$ cat src/hdl/ole_pkg.sv
// ----------------------------------------------------------------------------
// ole_pkg
// Shared widths, codes and sequencer states for the ordered list engine.
// ----------------------------------------------------------------------------
package ole_pkg;

    // Field widths of the request and response words
    localparam int CMD_W      = 2;
    localparam int VALUE_W    = 32;
    localparam int POS_W      = 8;
    localparam int STATUS_W   = 3;
    localparam int COUNT_W    = 5;

    // Default list capacity
    localparam int CAPACITY_DEF = 16;

    // Request commands
    typedef enum logic [CMD_W-1:0] {
        CMD_INS_FRONT = 2'd0,
        CMD_INS_END   = 2'd1,
        CMD_DEL_LAST  = 2'd2,
        CMD_DEL_POS   = 2'd3
    } cmd_t;

    // Response status codes
    typedef enum logic [STATUS_W-1:0] {
        ST_OK     = 3'd0,
        ST_EMPTY  = 3'd1,
        ST_SMALL  = 3'd2,
        ST_BEYOND = 3'd3,
        ST_FULL   = 3'd4
    } status_t;

    // Sequencer states
    typedef enum logic [2:0] {
        S_IDLE,
        S_READ,
        S_TAKE,
        S_SHIFT_RD,
        S_SHIFT_WR,
        S_FINISH
    } state_t;

endpackage

$ cat src/hdl/ole_if.sv
// ----------------------------------------------------------------------------
// ole_if
// Valid/ready channels for list requests and list responses.
// ----------------------------------------------------------------------------
interface ole_req_if;
    logic                               valid;
    logic                               ready;
    logic [ole_pkg::CMD_W-1:0]          cmd;
    logic signed [ole_pkg::VALUE_W-1:0] value;
    logic [ole_pkg::POS_W-1:0]          position;

    modport source (output valid, cmd, value, position, input ready);
    modport sink   (input valid, cmd, value, position, output ready);
endinterface

interface ole_rsp_if;
    logic                               valid;
    logic                               ready;
    logic [ole_pkg::STATUS_W-1:0]       status;
    logic signed [ole_pkg::VALUE_W-1:0] removed_value;
    logic [ole_pkg::COUNT_W-1:0]        entry_count;

    modport source (output valid, status, removed_value, entry_count, input ready);
    modport sink   (input valid, status, removed_value, entry_count, output ready);
endinterface

$ cat src/hdl/ole_ram.sv
// ----------------------------------------------------------------------------
// ole_ram
// Generic single-write, single-read RAM with registered read data.
// ----------------------------------------------------------------------------
module ole_ram #(
    parameter int WIDTH = 32,
    parameter int DEPTH = 16
) (
    input  logic                     clk,
    input  logic                     we,
    input  logic [$clog2(DEPTH)-1:0] waddr,
    input  logic [WIDTH-1:0]         wdata,
    input  logic                     re,
    input  logic [$clog2(DEPTH)-1:0] raddr,
    output logic [WIDTH-1:0]         rdata
);

    logic [WIDTH-1:0] mem [DEPTH];
    logic [WIDTH-1:0] rdata_reg;

    // write port
    always_ff @(posedge clk)
    begin
        if (we)
        begin
            mem[waddr] <= wdata;
        end
    end

    // registered read port
    always_ff @(posedge clk)
    begin
        if (re)
        begin
            rdata_reg <= mem[raddr];
        end
    end

    assign rdata = rdata_reg;

endmodule

$ cat src/hdl/ole_addr.sv
// ----------------------------------------------------------------------------
// ole_addr
// Shared address unit: maps a logical list slot to a circular RAM address.
// ----------------------------------------------------------------------------
module ole_addr #(
    parameter int CAPACITY = ole_pkg::CAPACITY_DEF
) (
    input  logic [$clog2(CAPACITY)-1:0] base,
    input  logic [$clog2(CAPACITY)-1:0] offset,
    output logic [$clog2(CAPACITY)-1:0] addr
);

    localparam int IDX_W = $clog2(CAPACITY);

    logic [IDX_W:0] sum;

    // add, then wrap once (both operands are below CAPACITY)
    always_comb
    begin
        sum = {1'b0, base} + {1'b0, offset};
        if (sum >= (IDX_W+1)'(CAPACITY))
        begin
            sum = sum - (IDX_W+1)'(CAPACITY);
        end
        addr = sum[IDX_W-1:0];
    end

endmodule

$ cat src/hdl/ordered_list_engine.sv
// ----------------------------------------------------------------------------
// ordered_list_engine
// Bounded double-ended list with delete-last and positional delete.
// ----------------------------------------------------------------------------
// Usage:
//   req channel carries one request word (cmd, value, position); rsp channel
//   returns one response word (status, removed_value, entry_count) per request.
//   Entries sit in a circular RAM with a head pointer, so both inserts and
//   delete-last finish without moving data. A positional delete reads the
//   removed entry and then moves every later entry down one slot, one read
//   and one write per entry through the single RAM port pair and the shared
//   address adder.
//   The response is registered; the engine takes the next request while an
//   earlier response still waits. A stalled receiver only holds the engine
//   at the end of the following request, until the output slot frees up.
//   Reset empties the list; RAM contents are left as they are and are never
//   read before written.
// ----------------------------------------------------------------------------
module ordered_list_engine #(
    parameter int CAPACITY = ole_pkg::CAPACITY_DEF
) (
    input  logic       clk,
    input  logic       rst_n,
    ole_req_if.sink    req,
    ole_rsp_if.source  rsp
);

    localparam int IDX_W = $clog2(CAPACITY);
    localparam int CNT_W = $clog2(CAPACITY + 1);
    localparam int CMP_W = (CNT_W > ole_pkg::POS_W) ? CNT_W : ole_pkg::POS_W;
    localparam int VW    = ole_pkg::VALUE_W;
    localparam int OCW   = ole_pkg::COUNT_W;

    ole_pkg::state_t  state_reg, state_next;
    logic [IDX_W-1:0] head_reg, head_next;
    logic [CNT_W-1:0] len_reg, len_next;
    logic [IDX_W-1:0] idx_reg, idx_next;
    ole_pkg::status_t status_reg, status_next;
    logic [VW-1:0]    removed_reg, removed_next;

    logic                 out_valid_reg, out_valid_next;
    ole_pkg::status_t     out_status_reg, out_status_next;
    logic [VW-1:0]        out_removed_reg, out_removed_next;
    logic [OCW-1:0]       out_count_reg, out_count_next;

    // request decode
    ole_pkg::cmd_t    cmd;
    ole_pkg::status_t req_status;
    logic             accept;
    logic             full;
    logic             empty;
    logic             is_delete;
    logic [CMP_W-1:0] pos_ext;
    logic [CMP_W-1:0] len_ext;
    logic [IDX_W-1:0] del_idx;
    logic             out_free;

    // RAM and address unit
    logic             ram_we;
    logic             ram_re;
    logic [VW-1:0]    ram_wdata;
    logic [VW-1:0]    ram_rdata;
    logic [IDX_W-1:0] addr_off;
    logic [IDX_W-1:0] addr;
    logic [CNT_W+OCW-1:0] cnt_wide;

    assign cmd      = ole_pkg::cmd_t'(req.cmd);
    assign accept   = req.valid && req.ready;
    assign full     = (len_reg >= CNT_W'(CAPACITY));
    assign empty    = (len_reg == '0);
    assign pos_ext  = CMP_W'(req.position);
    assign len_ext  = CMP_W'(len_reg);
    assign is_delete = (cmd == ole_pkg::CMD_DEL_LAST) || (cmd == ole_pkg::CMD_DEL_POS);
    assign out_free = !out_valid_reg || rsp.ready;

    // request status and delete slot
    always_comb
    begin
        req_status = ole_pkg::ST_OK;
        del_idx    = IDX_W'(len_reg - CNT_W'(1));
        case (cmd)
            ole_pkg::CMD_INS_FRONT,
            ole_pkg::CMD_INS_END:
            begin
                if (full)
                begin
                    req_status = ole_pkg::ST_FULL;
                end
            end
            ole_pkg::CMD_DEL_LAST:
            begin
                if (empty)
                begin
                    req_status = ole_pkg::ST_EMPTY;
                end
            end
            ole_pkg::CMD_DEL_POS:
            begin
                del_idx = IDX_W'(pos_ext - CMP_W'(2));
                if (empty)
                begin
                    req_status = ole_pkg::ST_EMPTY;
                end
                else if (pos_ext <= CMP_W'(1))
                begin
                    req_status = ole_pkg::ST_SMALL;
                end
                else if (pos_ext > len_ext)
                begin
                    req_status = ole_pkg::ST_BEYOND;
                end
            end
            default:
            begin
                req_status = ole_pkg::ST_OK;
            end
        endcase
    end

    // next state
    always_comb
    begin
        state_next = state_reg;
        case (state_reg)
            ole_pkg::S_IDLE:
            begin
                if (accept)
                begin
                    if (is_delete && (req_status == ole_pkg::ST_OK))
                    begin
                        state_next = ole_pkg::S_READ;
                    end
                    else
                    begin
                        state_next = ole_pkg::S_FINISH;
                    end
                end
            end
            ole_pkg::S_READ:
            begin
                state_next = ole_pkg::S_TAKE;
            end
            ole_pkg::S_TAKE:
            begin
                // len_reg still holds the count before the delete here
                if ((CNT_W'(idx_reg) + CNT_W'(1)) < len_reg)
                begin
                    state_next = ole_pkg::S_SHIFT_RD;
                end
                else
                begin
                    state_next = ole_pkg::S_FINISH;
                end
            end
            ole_pkg::S_SHIFT_RD:
            begin
                state_next = ole_pkg::S_SHIFT_WR;
            end
            ole_pkg::S_SHIFT_WR:
            begin
                // len_reg holds the count after the delete here
                if ((CNT_W'(idx_reg) + CNT_W'(1)) < len_reg)
                begin
                    state_next = ole_pkg::S_SHIFT_RD;
                end
                else
                begin
                    state_next = ole_pkg::S_FINISH;
                end
            end
            ole_pkg::S_FINISH:
            begin
                if (out_free)
                begin
                    state_next = ole_pkg::S_IDLE;
                end
            end
            default:
            begin
                state_next = ole_pkg::S_IDLE;
            end
        endcase
    end

    // datapath and RAM control
    always_comb
    begin
        req.ready     = 1'b0;
        ram_we        = 1'b0;
        ram_re        = 1'b0;
        ram_wdata     = ram_rdata;
        addr_off      = idx_reg;
        head_next     = head_reg;
        len_next      = len_reg;
        idx_next      = idx_reg;
        status_next   = status_reg;
        removed_next  = removed_reg;

        out_valid_next   = out_valid_reg && !rsp.ready;
        out_status_next  = out_status_reg;
        out_removed_next = out_removed_reg;
        out_count_next   = out_count_reg;

        case (state_reg)
            ole_pkg::S_IDLE:
            begin
                req.ready = 1'b1;
                addr_off  = (cmd == ole_pkg::CMD_INS_FRONT) ? IDX_W'(CAPACITY - 1)
                                                            : IDX_W'(len_reg);
                ram_wdata = req.value;
                if (accept)
                begin
                    status_next  = req_status;
                    removed_next = '0;
                    idx_next     = del_idx;
                    if (!is_delete && (req_status == ole_pkg::ST_OK))
                    begin
                        ram_we   = 1'b1;
                        len_next = len_reg + CNT_W'(1);
                        if (cmd == ole_pkg::CMD_INS_FRONT)
                        begin
                            head_next = addr;
                        end
                    end
                end
            end
            ole_pkg::S_READ:
            begin
                ram_re = 1'b1;
            end
            ole_pkg::S_TAKE:
            begin
                removed_next = ram_rdata;
                len_next     = len_reg - CNT_W'(1);
            end
            ole_pkg::S_SHIFT_RD:
            begin
                addr_off = idx_reg + IDX_W'(1);
                ram_re   = 1'b1;
            end
            ole_pkg::S_SHIFT_WR:
            begin
                ram_we   = 1'b1;
                idx_next = idx_reg + IDX_W'(1);
            end
            ole_pkg::S_FINISH:
            begin
                if (out_free)
                begin
                    out_valid_next   = 1'b1;
                    out_status_next  = status_reg;
                    out_removed_next = removed_reg;
                    out_count_next   = cnt_wide[OCW-1:0];
                end
            end
            default:
            begin
                req.ready = 1'b0;
            end
        endcase
    end

    assign cnt_wide = {{OCW{1'b0}}, len_reg};

    // control registers
    always_ff @(posedge clk or negedge rst_n)
    begin
        if (!rst_n)
        begin
            state_reg     <= ole_pkg::S_IDLE;
            head_reg      <= '0;
            len_reg       <= '0;
            out_valid_reg <= 1'b0;
        end
        else
        begin
            state_reg     <= state_next;
            head_reg      <= head_next;
            len_reg       <= len_next;
            out_valid_reg <= out_valid_next;
        end
    end

    // payload registers
    always_ff @(posedge clk)
    begin
        idx_reg         <= idx_next;
        status_reg      <= status_next;
        removed_reg     <= removed_next;
        out_status_reg  <= out_status_next;
        out_removed_reg <= out_removed_next;
        out_count_reg   <= out_count_next;
    end

    // shared slot-to-address unit
    ole_addr #(
        .CAPACITY (CAPACITY)
    ) u_addr (
        .base   (head_reg),
        .offset (addr_off),
        .addr   (addr)
    );

    // list storage
    ole_ram #(
        .WIDTH (VW),
        .DEPTH (CAPACITY)
    ) u_ram (
        .clk   (clk),
        .we    (ram_we),
        .waddr (addr),
        .wdata (ram_wdata),
        .re    (ram_re),
        .raddr (addr),
        .rdata (ram_rdata)
    );

    // response channel
    assign rsp.valid         = out_valid_reg;
    assign rsp.status        = out_status_reg;
    assign rsp.removed_value = out_removed_reg;
    assign rsp.entry_count   = out_count_reg;

endmodule

$ cat src/flat_wrapper.sv
// flat-port wrapper written by rule: the top's interface ports become plain ports
module ordered_list_engine_flat 
#(
    parameter int CAPACITY = ole_pkg::CAPACITY_DEF
)
  (clk, rst_n, req_valid, req_cmd, req_value, req_position, req_ready, rsp_valid, rsp_status, rsp_removed_value, rsp_entry_count, rsp_ready);
  ole_req_if req_i ();
  ole_rsp_if rsp_i ();
  input  logic clk;
  input  logic rst_n;
  input wire logic [$bits(req_i.valid)-1:0] req_valid;
  input wire logic [$bits(req_i.cmd)-1:0] req_cmd;
  input wire logic [$bits(req_i.value)-1:0] req_value;
  input wire logic [$bits(req_i.position)-1:0] req_position;
  output wire logic [$bits(req_i.ready)-1:0] req_ready;
  output wire logic [$bits(rsp_i.valid)-1:0] rsp_valid;
  output wire logic [$bits(rsp_i.status)-1:0] rsp_status;
  output wire logic [$bits(rsp_i.removed_value)-1:0] rsp_removed_value;
  output wire logic [$bits(rsp_i.entry_count)-1:0] rsp_entry_count;
  input wire logic [$bits(rsp_i.ready)-1:0] rsp_ready;
  assign req_i.valid = req_valid;
  assign req_i.cmd = req_cmd;
  assign req_i.value = req_value;
  assign req_i.position = req_position;
  assign req_ready = req_i.ready;
  assign rsp_valid = rsp_i.valid;
  assign rsp_status = rsp_i.status;
  assign rsp_removed_value = rsp_i.removed_value;
  assign rsp_entry_count = rsp_i.entry_count;
  assign rsp_i.ready = rsp_ready;
  ordered_list_engine #(.CAPACITY(CAPACITY)) u_core (.clk(clk), .rst_n(rst_n), .req(req_i), .rsp(rsp_i));
endmodule
$ cat config.mk
export PLATFORM = sky130hd
export DESIGN_NAME = ordered_list_engine_flat
export DESIGN_NICKNAME = d
export VERILOG_FILES = /design/src/hdl/ole_pkg.sv /design/src/hdl/ole_if.sv /design/src/hdl/ole_ram.sv /design/src/hdl/ole_addr.sv /design/src/hdl/ordered_list_engine.sv /design/src/flat_wrapper.sv
export SDC_FILE = /design/constraint.sdc
export NUM_CORES = 1
export LEC_CHECK = 0
export BUFFER_PORTS_ARGS = -buffer_cell sky130_fd_sc_hd__buf_2
export CORE_ASPECT_RATIO = 0.9
export CORE_MARGIN = 1.5
export CORE_UTILIZATION = 45
export CTS_CLUSTER_DIAMETER = 120
export DETAILED_ROUTE_END_ITERATION = 10
export GPL_ROUTABILITY_DRIVEN = 1
export PLACE_DENSITY = 0.72
export SYNTH_ARGS = -nofsm -noshare
export SYNTH_HDL_FRONTEND = slang
export SYNTH_HIERARCHICAL = 1
export SYNTH_SLANG_ARGS = --single-unit
$ cat constraint.sdc
create_clock -name clk -period 7.3 [get_ports clk]
set_input_delay 1.46 -clock clk [delete_from_list [all_inputs] [get_ports clk]]
set_output_delay 1.46 -clock clk [all_outputs]
set_load 0.05 [all_outputs]
==> results of run 1 <==
[worst max-delay path by stage]
stage / startpoint / end / depth (start not counted) / slack [ps]
after detailed placement: u_core/state_reg[0] / u_core/u_ram/rdata[23] / 10 / 1460
after floorplan: u_core/state_reg[0] / u_core/u_ram/mem[0][0] / 10 / 660
after global routing: u_core/state_reg[0] / u_core/u_ram/rdata[5] / 10 / 1180
after CTS: u_core/state_reg[0] / u_core/u_ram/rdata[5] / 10 / 1410
after global placement: req_cmd[1] / u_core/u_ram/rdata[23] / 10 / 1560
final: u_core/state_reg[0] / u_core/u_ram/rdata[5] / 10 / 1480
[cell usage in the layout, fill, tap and decap left out, types with 2 or more instances in the layout]
cell type,count
nor2_4,12
nor2b_1,3
bufinv_16,11
o211ai_1,4
xnor2_1,7
mux2i_1,2
nor2b_4,4
clkbuf_16,62
nor2_1,12
clkbuf_1,7
xor2_1,5
clkinv_2,13
buf_2,87
ha_1,15
nand2b_1,5
inv_6,2
and3_1,34
clkbuf_8,3
nor3_1,5
a22oi_1,66
a211oi_1,3
nor2_2,2
nand3_1,6
o21ai_0,14
clkinv_1,17
diode_2,2
edfxtp_1,623
mux4_2,128
dfrtp_1,13
nor4b_1,2
mux2_2,36
a21oi_1,9
inv_1,12
buf_4,26
nand4_1,2
nand2_1,47
nor3_2,4
nand3b_1,3
buf_12,2
[per-stage QoR]
step           utilization, %  std cells  setup WS (ps)
6_report                52.52       2024           1476
5_1_grt                 52.51       2022           1181
4_1_cts                 52.51       2022           1407
3_5_place_dp            48.52       1906           1461
3_3_place_gp            48.52       1906           1555
2_1_floorplan               -       1152          664.9
[cell type report]
| type | count | area (µm²) | share of cell area, % |
|---|---|---|---|
| sequential | 636 | 19030 | 67.93 |
| antenna | 2 | 5.005 | 0.01786 |
| tap | 697 | 872.1 | 3.113 |
| clock buffer | 72 | 1619 | 5.779 |
| multi-input combinational | 446 | 5266 | 18.80 |
| inverter | 12 | 45.04 | 0.1608 |
| timing repair buffer | 115 | 670.6 | 2.394 |
| clock inverter | 44 | 506.7 | 1.809 |
[critical path, delay by kind of cell, from the launching register on]
kind                       cells  cell delay, ps
buffers and inverters          1             990
muxes                          1             430
AOI/OAI and AO/OA              3             730
and+or+nand+nor                3            1180
DFF                            1             550
adders and majority gates      2            1650
[logic make-up (layout without fill, tap and decap cells)]
group / after synthesis / count (layout)
adders and majority gates: 17 / 17
AOI/OAI and AO/OA: 103 / 103
other: 0 / 2
muxes: 166 / 166
DFF: 636 / 636
buffers and inverters: 70 / 243
xor gates and xnor gates: 12 / 12
and+or+nand+nor: 148 / 148
[metal layers]
layer  vias up  GRT usage [%]  wire [µm]  share of wire [%]
met1      6291          26.58      22030                 41
met5         -              0         14              0.026
li1       5036              -          -                  -
met3        76          3.370       3943                7.4
met2       487          32.50      26620                 50
met4         2          5.423       1019                1.9
==> key figures, run 1 <==
Critical path
  • Crit path kind: flip-flop to flip-flop
  • Setup crit start kind: flip-flop
  • CP arrival: 6190 ps
  • Worst reg2reg endpoint: u_core/u_ram/rdata[5]
  • R2R Setup Slk: 1480 ps
  • Startpoint of the worst register-to-register path: u_core/state_reg[0]
  • Slowest CP cell: fa_4
  • Slowest stage delay, CP: 1440 ps
  • Reg2reg path depth: 10
  • Setup crit end kind: flip-flop
  • WP data required: 7660 ps
  • Most Frequent Cell on Critical Path: nand2_1
  • Max FO, Critical Path: 73
  • Worst-path cell chain: nor2b_4 -> a21oi_1 -> nand2_1 -> o211ai_1 -> ha_4 -> fa_4 -> buf_4 -> mux4_2 -> a22oi_1 -> nand2_1

Clock network
  • Worst-skew pair later-pin latency: 630 ps
  • PostCTS Resize Cnt: 0
  • CTS tree: yes
  • Clock buffer depth: 3
  • Post-CTS setup buffers: 0
  • Root buffer cell: clkbuf_16
  • Hold bufs inserted after CTS: 0
  • TritonCTS buffer count: 61
  • Clk slew on worst S/H paths: 60 ps
  • H-tree levels: 2
  • Clock Sinks: 636

STA
  • Final setup vio count: 0
  • Maximum clock rate: 0.1717 GHz
  • Max-slew violations: 0
  • Max-slew headroom: 21.41%
  • Part of the cycle the worst path needs: 79.78%
  • Final Hold Vio Count: 0
  • Fin crit period: 5824 ps
  • Unrepaired setup endpoints after global routing: no
  • Pin slew with the least headroom to its limit: 1176 ps
  • TNS Setup: 0 ps
  • Clock skew: 30.97 ps
  • Hold Slack: 416.0 ps

Hold path
  • Hold Path End: u_core/rsp.removed_value[15]
  • Tightest Hold Check Type: flip-flop to flip-flop
  • Hold path depth: 0
  • Hold_sp: u_core/removed_reg[15]

Synthesis
  • Simple-gate portion of the synthesized area: 3.030%
  • Synth unique cells: 44
  • Cells after synthesis: 1152
  • Post-synthesis sequential area ratio: 77.85%
  • Number of synthesized flops with an enable pin: 623
  • Mapped cell area: 0.02445 mm²
  • FF+latch count, synth: 636
  • Synth Area in Adders: 0.9008%
  • Portion of netlist area occupied by mux cells: 13.53%
  • Top-count cell post-synth: edfxtp_1
  • Mapped Avg Cell Area: 21.22 µm²
  • Largest family of logic cells by synthesized area: multiplexers
  • Synth top cells by count: 623 x edfxtp_1, 128 x mux4_2, 66 x a22oi_1
  • Largest area contributor in the synthesized netlist: edfxtp_1
  • Synth top area cells: edfxtp_1 77%, mux4_2 12%, a22oi_1 2.0%
  • Main synth FF type: edfxtp_1
  • Compound-Gate Fraction of Synth Area: 2.938%
  • Post-Syn Nets: 1215
  • Post-synthesis async set-or-reset flop share: 2.044%
  • Synth warn: 6
  • Share of the synthesized area in the top cell type: 76.52%
  • Post-synthesis xor/xnor area fraction: 0.4299%

Placed design
  • Placed cell areas: 0.02589 mm²
  • DP Wirelength: 29020 µm
  • Placer congestion estimate: 0.7884
  • IO Port Bufs: 87

Floorplanning
  • Core area: 0.05335 mm²
  • # IOs: 88
  • Starting Density: 45.82%
  • Die area: 0.05574 mm²
  • Chip width: 248.7 µm
  • Cell row count: 80
  • Die Y: 224.1 µm

GRT
  • Number of antenna violations at the first check in global routing: 2
  • Number of global-route vias before repair: 12159
  • First-pass GRT wire length: 79290 µm
  • Largest net degree at the start of global routing: 101
  • GR Overflow Total: 0
  • GRT Total Usage: 19.45%

Routing
  • Total Wirelength: 53630 µm
  • Initial DRC count: 1114
  • Final ANT Viol Nets: 0
  • Via total after detailed routing: 11892
  • Via density: 5.875
  • First-pass detailed-route iteration total: 7
  • Wire per inst: 26.50 µm
  • DRC Markers: 0

Finish
  • Nets: 1335
  • Final instance area: 0.02802 mm²
  • Fillers: 4031
  • Share of cells above drive strength 1: 30.19%
  • Max reg flops: 512
  • Most flops, register: u_core/u_ram/mem
  • Area grow syn2layout: 14.61%

Outcome
  • Outcome: completed

Run
  • Max Cap Violations: 0
Power of run 1 is not shown: default switching activity piles up to over one toggle a cycle in this logic, so the estimate is an artifact.
==> run 2: changes to the inputs <==
--- a/config.mk
+++ b/config.mk
@@ -12,7 +12,7 @@
 export CTS_CLUSTER_DIAMETER = 120
 export DETAILED_ROUTE_END_ITERATION = 10
 export GPL_ROUTABILITY_DRIVEN = 1
-export PLACE_DENSITY = 0.72
+export PLACE_DENSITY = 0.74
 export SYNTH_ARGS = -nofsm -noshare
 export SYNTH_HDL_FRONTEND = slang
 export SYNTH_HIERARCHICAL = 1
==> constraint.sdc (replaced) <==
create_clock -name clk -period 5.13 [get_ports clk]
set_input_delay 1.026 -clock clk [delete_from_list [all_inputs] [get_ports clk]]
set_output_delay 1.026 -clock clk [all_outputs]
set_load 0.05 [all_outputs]
==> run 2 against run 1 <==
  * Hold slack got worse by 110 ps
  * Fmax increased by 33%
  * Final cell count increased by 0.40%
  * Via count fell by 0.46%
  * Sequential share of layout area down 0.38 points
  * Flip-flop and latch count unchanged
  * First-iteration DRC count is 11% lower
  * Register-to-register slack lost 730 ps
  * Core utilization grew 0.29 points
  * Worst setup slack worse by 730 ps
  * Clock-buffer cell count fell by 2
  * Global-route usage is 1.5 points lower
  * Highest routed layer is now met4
==> key figures, run 2 (same netlist as run 1, synthesis figures left out) <==
Outcome
  • Outcome: completed (unchanged)

Finish
  • Commonest non-fill, non-tap cell in the layout: edfxtp_1 (unchanged)
  • Max reg flops: 512 (unchanged)
  • N_diodes: 0 (was 2)
  • Most frequent cells in the layout: 623 x edfxtp_1, 128 x mux4_2, 87 x buf_2, 66 x a22oi_1, 62 x clkbuf_16 (unchanged)
  • Final Non-Filler Cells: 2032 (was 2024)
  • Nets: 1349 (was 1335)
  • Area grow syn2layout: 15.25% (was 14.61%)
  • Final instance area: 0.02817 mm² (was 0.02802 mm²)
  • Most flops, register: u_core/u_ram/mem (unchanged)
  • Share of cells above drive strength 1: 30.79% (was 30.19%)

GRT
  • Met3 Use GR: 3.010% (was 3.370%)
  • GRT met1 Usage: 25.42% (was 26.58%)
  • First-pass GRT wire length: 75090 µm (was 79290 µm)
  • Number of antenna violations at the first check in global routing: 0 (was 2)
  • GR Overflow Total: 0 (unchanged)
  • Largest net degree at the start of global routing: 65 (was 101)
  • Number of global-route vias before repair: 12273 (was 12159)
  • Grt met2 use: 29.32% (was 32.50%)
  • Top Usage Layer GRT: met2 (unchanged)
  • GRT Total Usage: 17.93% (was 19.45%)

Floorplanning
  • Die Y: 224.1 µm (unchanged)
  • Starting Density: 45.82% (unchanged)
  • # IOs: 88 (unchanged)
  • Core area: 0.05335 mm² (unchanged)
  • Die area: 0.05574 mm² (unchanged)
  • Chip width: 248.7 µm (unchanged)
  • Cell row count: 80 (unchanged)

Critical path
  • Max FO, Critical Path: 19 (was 73)
  • R2R Setup Slk: 740 ps (was 1480 ps)
  • Setup crit end kind: flip-flop (unchanged)
  • CP arrival: 4700 ps (was 6190 ps)
  • Crit path kind: flip-flop to flip-flop (unchanged)
  • Slowest stage delay, CP: 670 ps (was 1440 ps)
  • Worst-path cell chain: nor2b_4 -> buf_4 -> a21oi_1 -> o21ai_0 -> o311ai_0 -> ha_1 -> a21oi_2 -> xnor2_1 -> nand3b_1 -> nor2_4 -> buf_12 (was nor2b_4 -> a21oi_1 -> nand2_1 -> o211ai_1 -> ha_4 -> fa_4 -> buf_4 -> mux4_2 -> a22oi_1 -> nand2_1)
  • WP data required: 5440 ps (was 7660 ps)
  • Setup crit start kind: flip-flop (unchanged)
  • Slowest CP cell: nor2_4 (was fa_4)
  • Top delay family on crit path: simple AND/OR/NAND/NOR gates (was adder cells)
  • CP Buf/Inv Count: 2 (was 1)

STA
  • Clock skew: 29.45 ps (was 30.97 ps)
  • Unrepaired setup endpoints after global routing: no (unchanged)
  • Fin crit period: 4387 ps (was 5824 ps)
  • Hold Slack: 310.1 ps (was 416.0 ps)
  • Max-slew headroom: 30.91% (was 21.41%)
  • Pin slew with the least headroom to its limit: 1033 ps (was 1176 ps)
  • Maximum clock rate: 0.2279 GHz (was 0.1717 GHz)
  • Max-slew violations: 0 (unchanged)
  • Final setup vio count: 0 (unchanged)
  • Final Hold Vio Count: 0 (unchanged)
  • Part of the cycle the worst path needs: 85.52% (was 79.78%)
  • TNS Setup: 0 ps (unchanged)

Routing
  • Initial DRC count: 987 (was 1114)
  • First-pass detailed-route iteration total: 5 (was 7)
  • Total Wirelength: 49300 µm (was 53630 µm)
  • Via density: 5.825 (was 5.875)
  • DRC Markers: 0 (unchanged)
  • Final ANT Viol Nets: 0 (unchanged)
  • Wire per inst: 24.26 µm (was 26.50 µm)
  • Via total after detailed routing: 11837 (was 11892)

Placed design
  • Placed cell areas: 0.02608 mm² (was 0.02589 mm²)
  • Placer congestion estimate: 0.7870 (was 0.7884)
  • DP Wirelength: 29070 µm (was 29020 µm)
  • IO Port Bufs: 87 (unchanged)
  • Placed cells: 1920 (was 1906)

Clock network
  • CTS tree: yes (unchanged)
  • Hold bufs inserted after CTS: 0 (unchanged)
  • Worst-skew pair later-pin latency: 630 ps (about the same)
  • Root buffer cell: clkbuf_16 (unchanged)
  • Clk slew on worst S/H paths: 60 ps (about the same)
  • Clock Sinks: 636 (unchanged)
  • H-tree levels: 2 (unchanged)
  • Post-CTS setup buffers: 0 (unchanged)
  • Clock buffer depth: 3 (unchanged)
  • PostCTS Resize Cnt: 0 (unchanged)
  • TritonCTS buffer count: 61 (unchanged)

Hold path
  • Tightest Hold Check Type: input pin to asynchronous set/reset pin (was flip-flop to flip-flop)

Run
  • Max Cap Violations: 0 (unchanged)
## run 2: changes by cell type in the layout (fill, tap and decap cells not counted), moves of 2 or more
cell and change:
clkinv_1 -2, buf_12 +6, nor3_2 -4, nor2b_2 +2, nor2b_4 -2, nor3_4 +4, clkbuf_8 -3, clkinvlp_4 +2
clkinv_2 -3, diode_2 -2, buf_4 +8
## run 2: final timing paths
| check | end | startpoint | depth (start not counted) |
|---|---|---|---|
| setup / recovery | u_core/u_ram/mem[9][28] | u_core/state_reg[0] | 11 |
| hold / removal | u_core/head_reg[0] | rst_n | 1 |
| setup reg to reg | u_core/u_ram/mem[9][28] | u_core/state_reg[0] | 11 |
| hold reg to reg | u_core/rsp.removed_value[10] | u_core/removed_reg[10] | 0 |
| max in group asynchronous | u_core/head_reg[3] | rst_n | 1 |
| min in group clk | u_core/rsp.removed_value[10] | u_core/removed_reg[10] | 0 |
## run 2: layout make-up
cell class | instances | area [µm²]
well taps | 697 | 872.1
fillers | 3997 | 25180
inverters | 12 | 45.04
clock inverters | 42 | 510.5
flip-flops and latches | 636 | 19030
clock buffers | 70 | 1582
repair buffers | 129 | 850.8
multi-input cells | 446 | 5281
## run 2: worst register-to-register path, stage by stage (launching register included)
cell      delay (ps)
dfrtp_1          560
nor2b_4          210
buf_4            310
a21oi_1          190
o21ai_0          210
o311ai_0         170
ha_1             370
a21oi_2           70
xnor2_1          550
nand3b_1         500
nor2_4           680
buf_12           280
## run 2: metrics by stage
stage          util [%]  worst slack, ps
6_report          52.81            742.8
5_1_grt           52.81            426.1
4_1_cts           52.81            734.6
3_5_place_dp      48.89            673.8
3_3_place_gp      48.89            806.0
2_1_floorplan         -            94.27
## run 2: per-layer routing
metal	part of all wire, %	vias up
li1	-	5053
met1	43	6252
met2	49	462
met3	6.9	70
met4	1.7	0
met5	0	-
Power of run 2 is left out for the same reason.
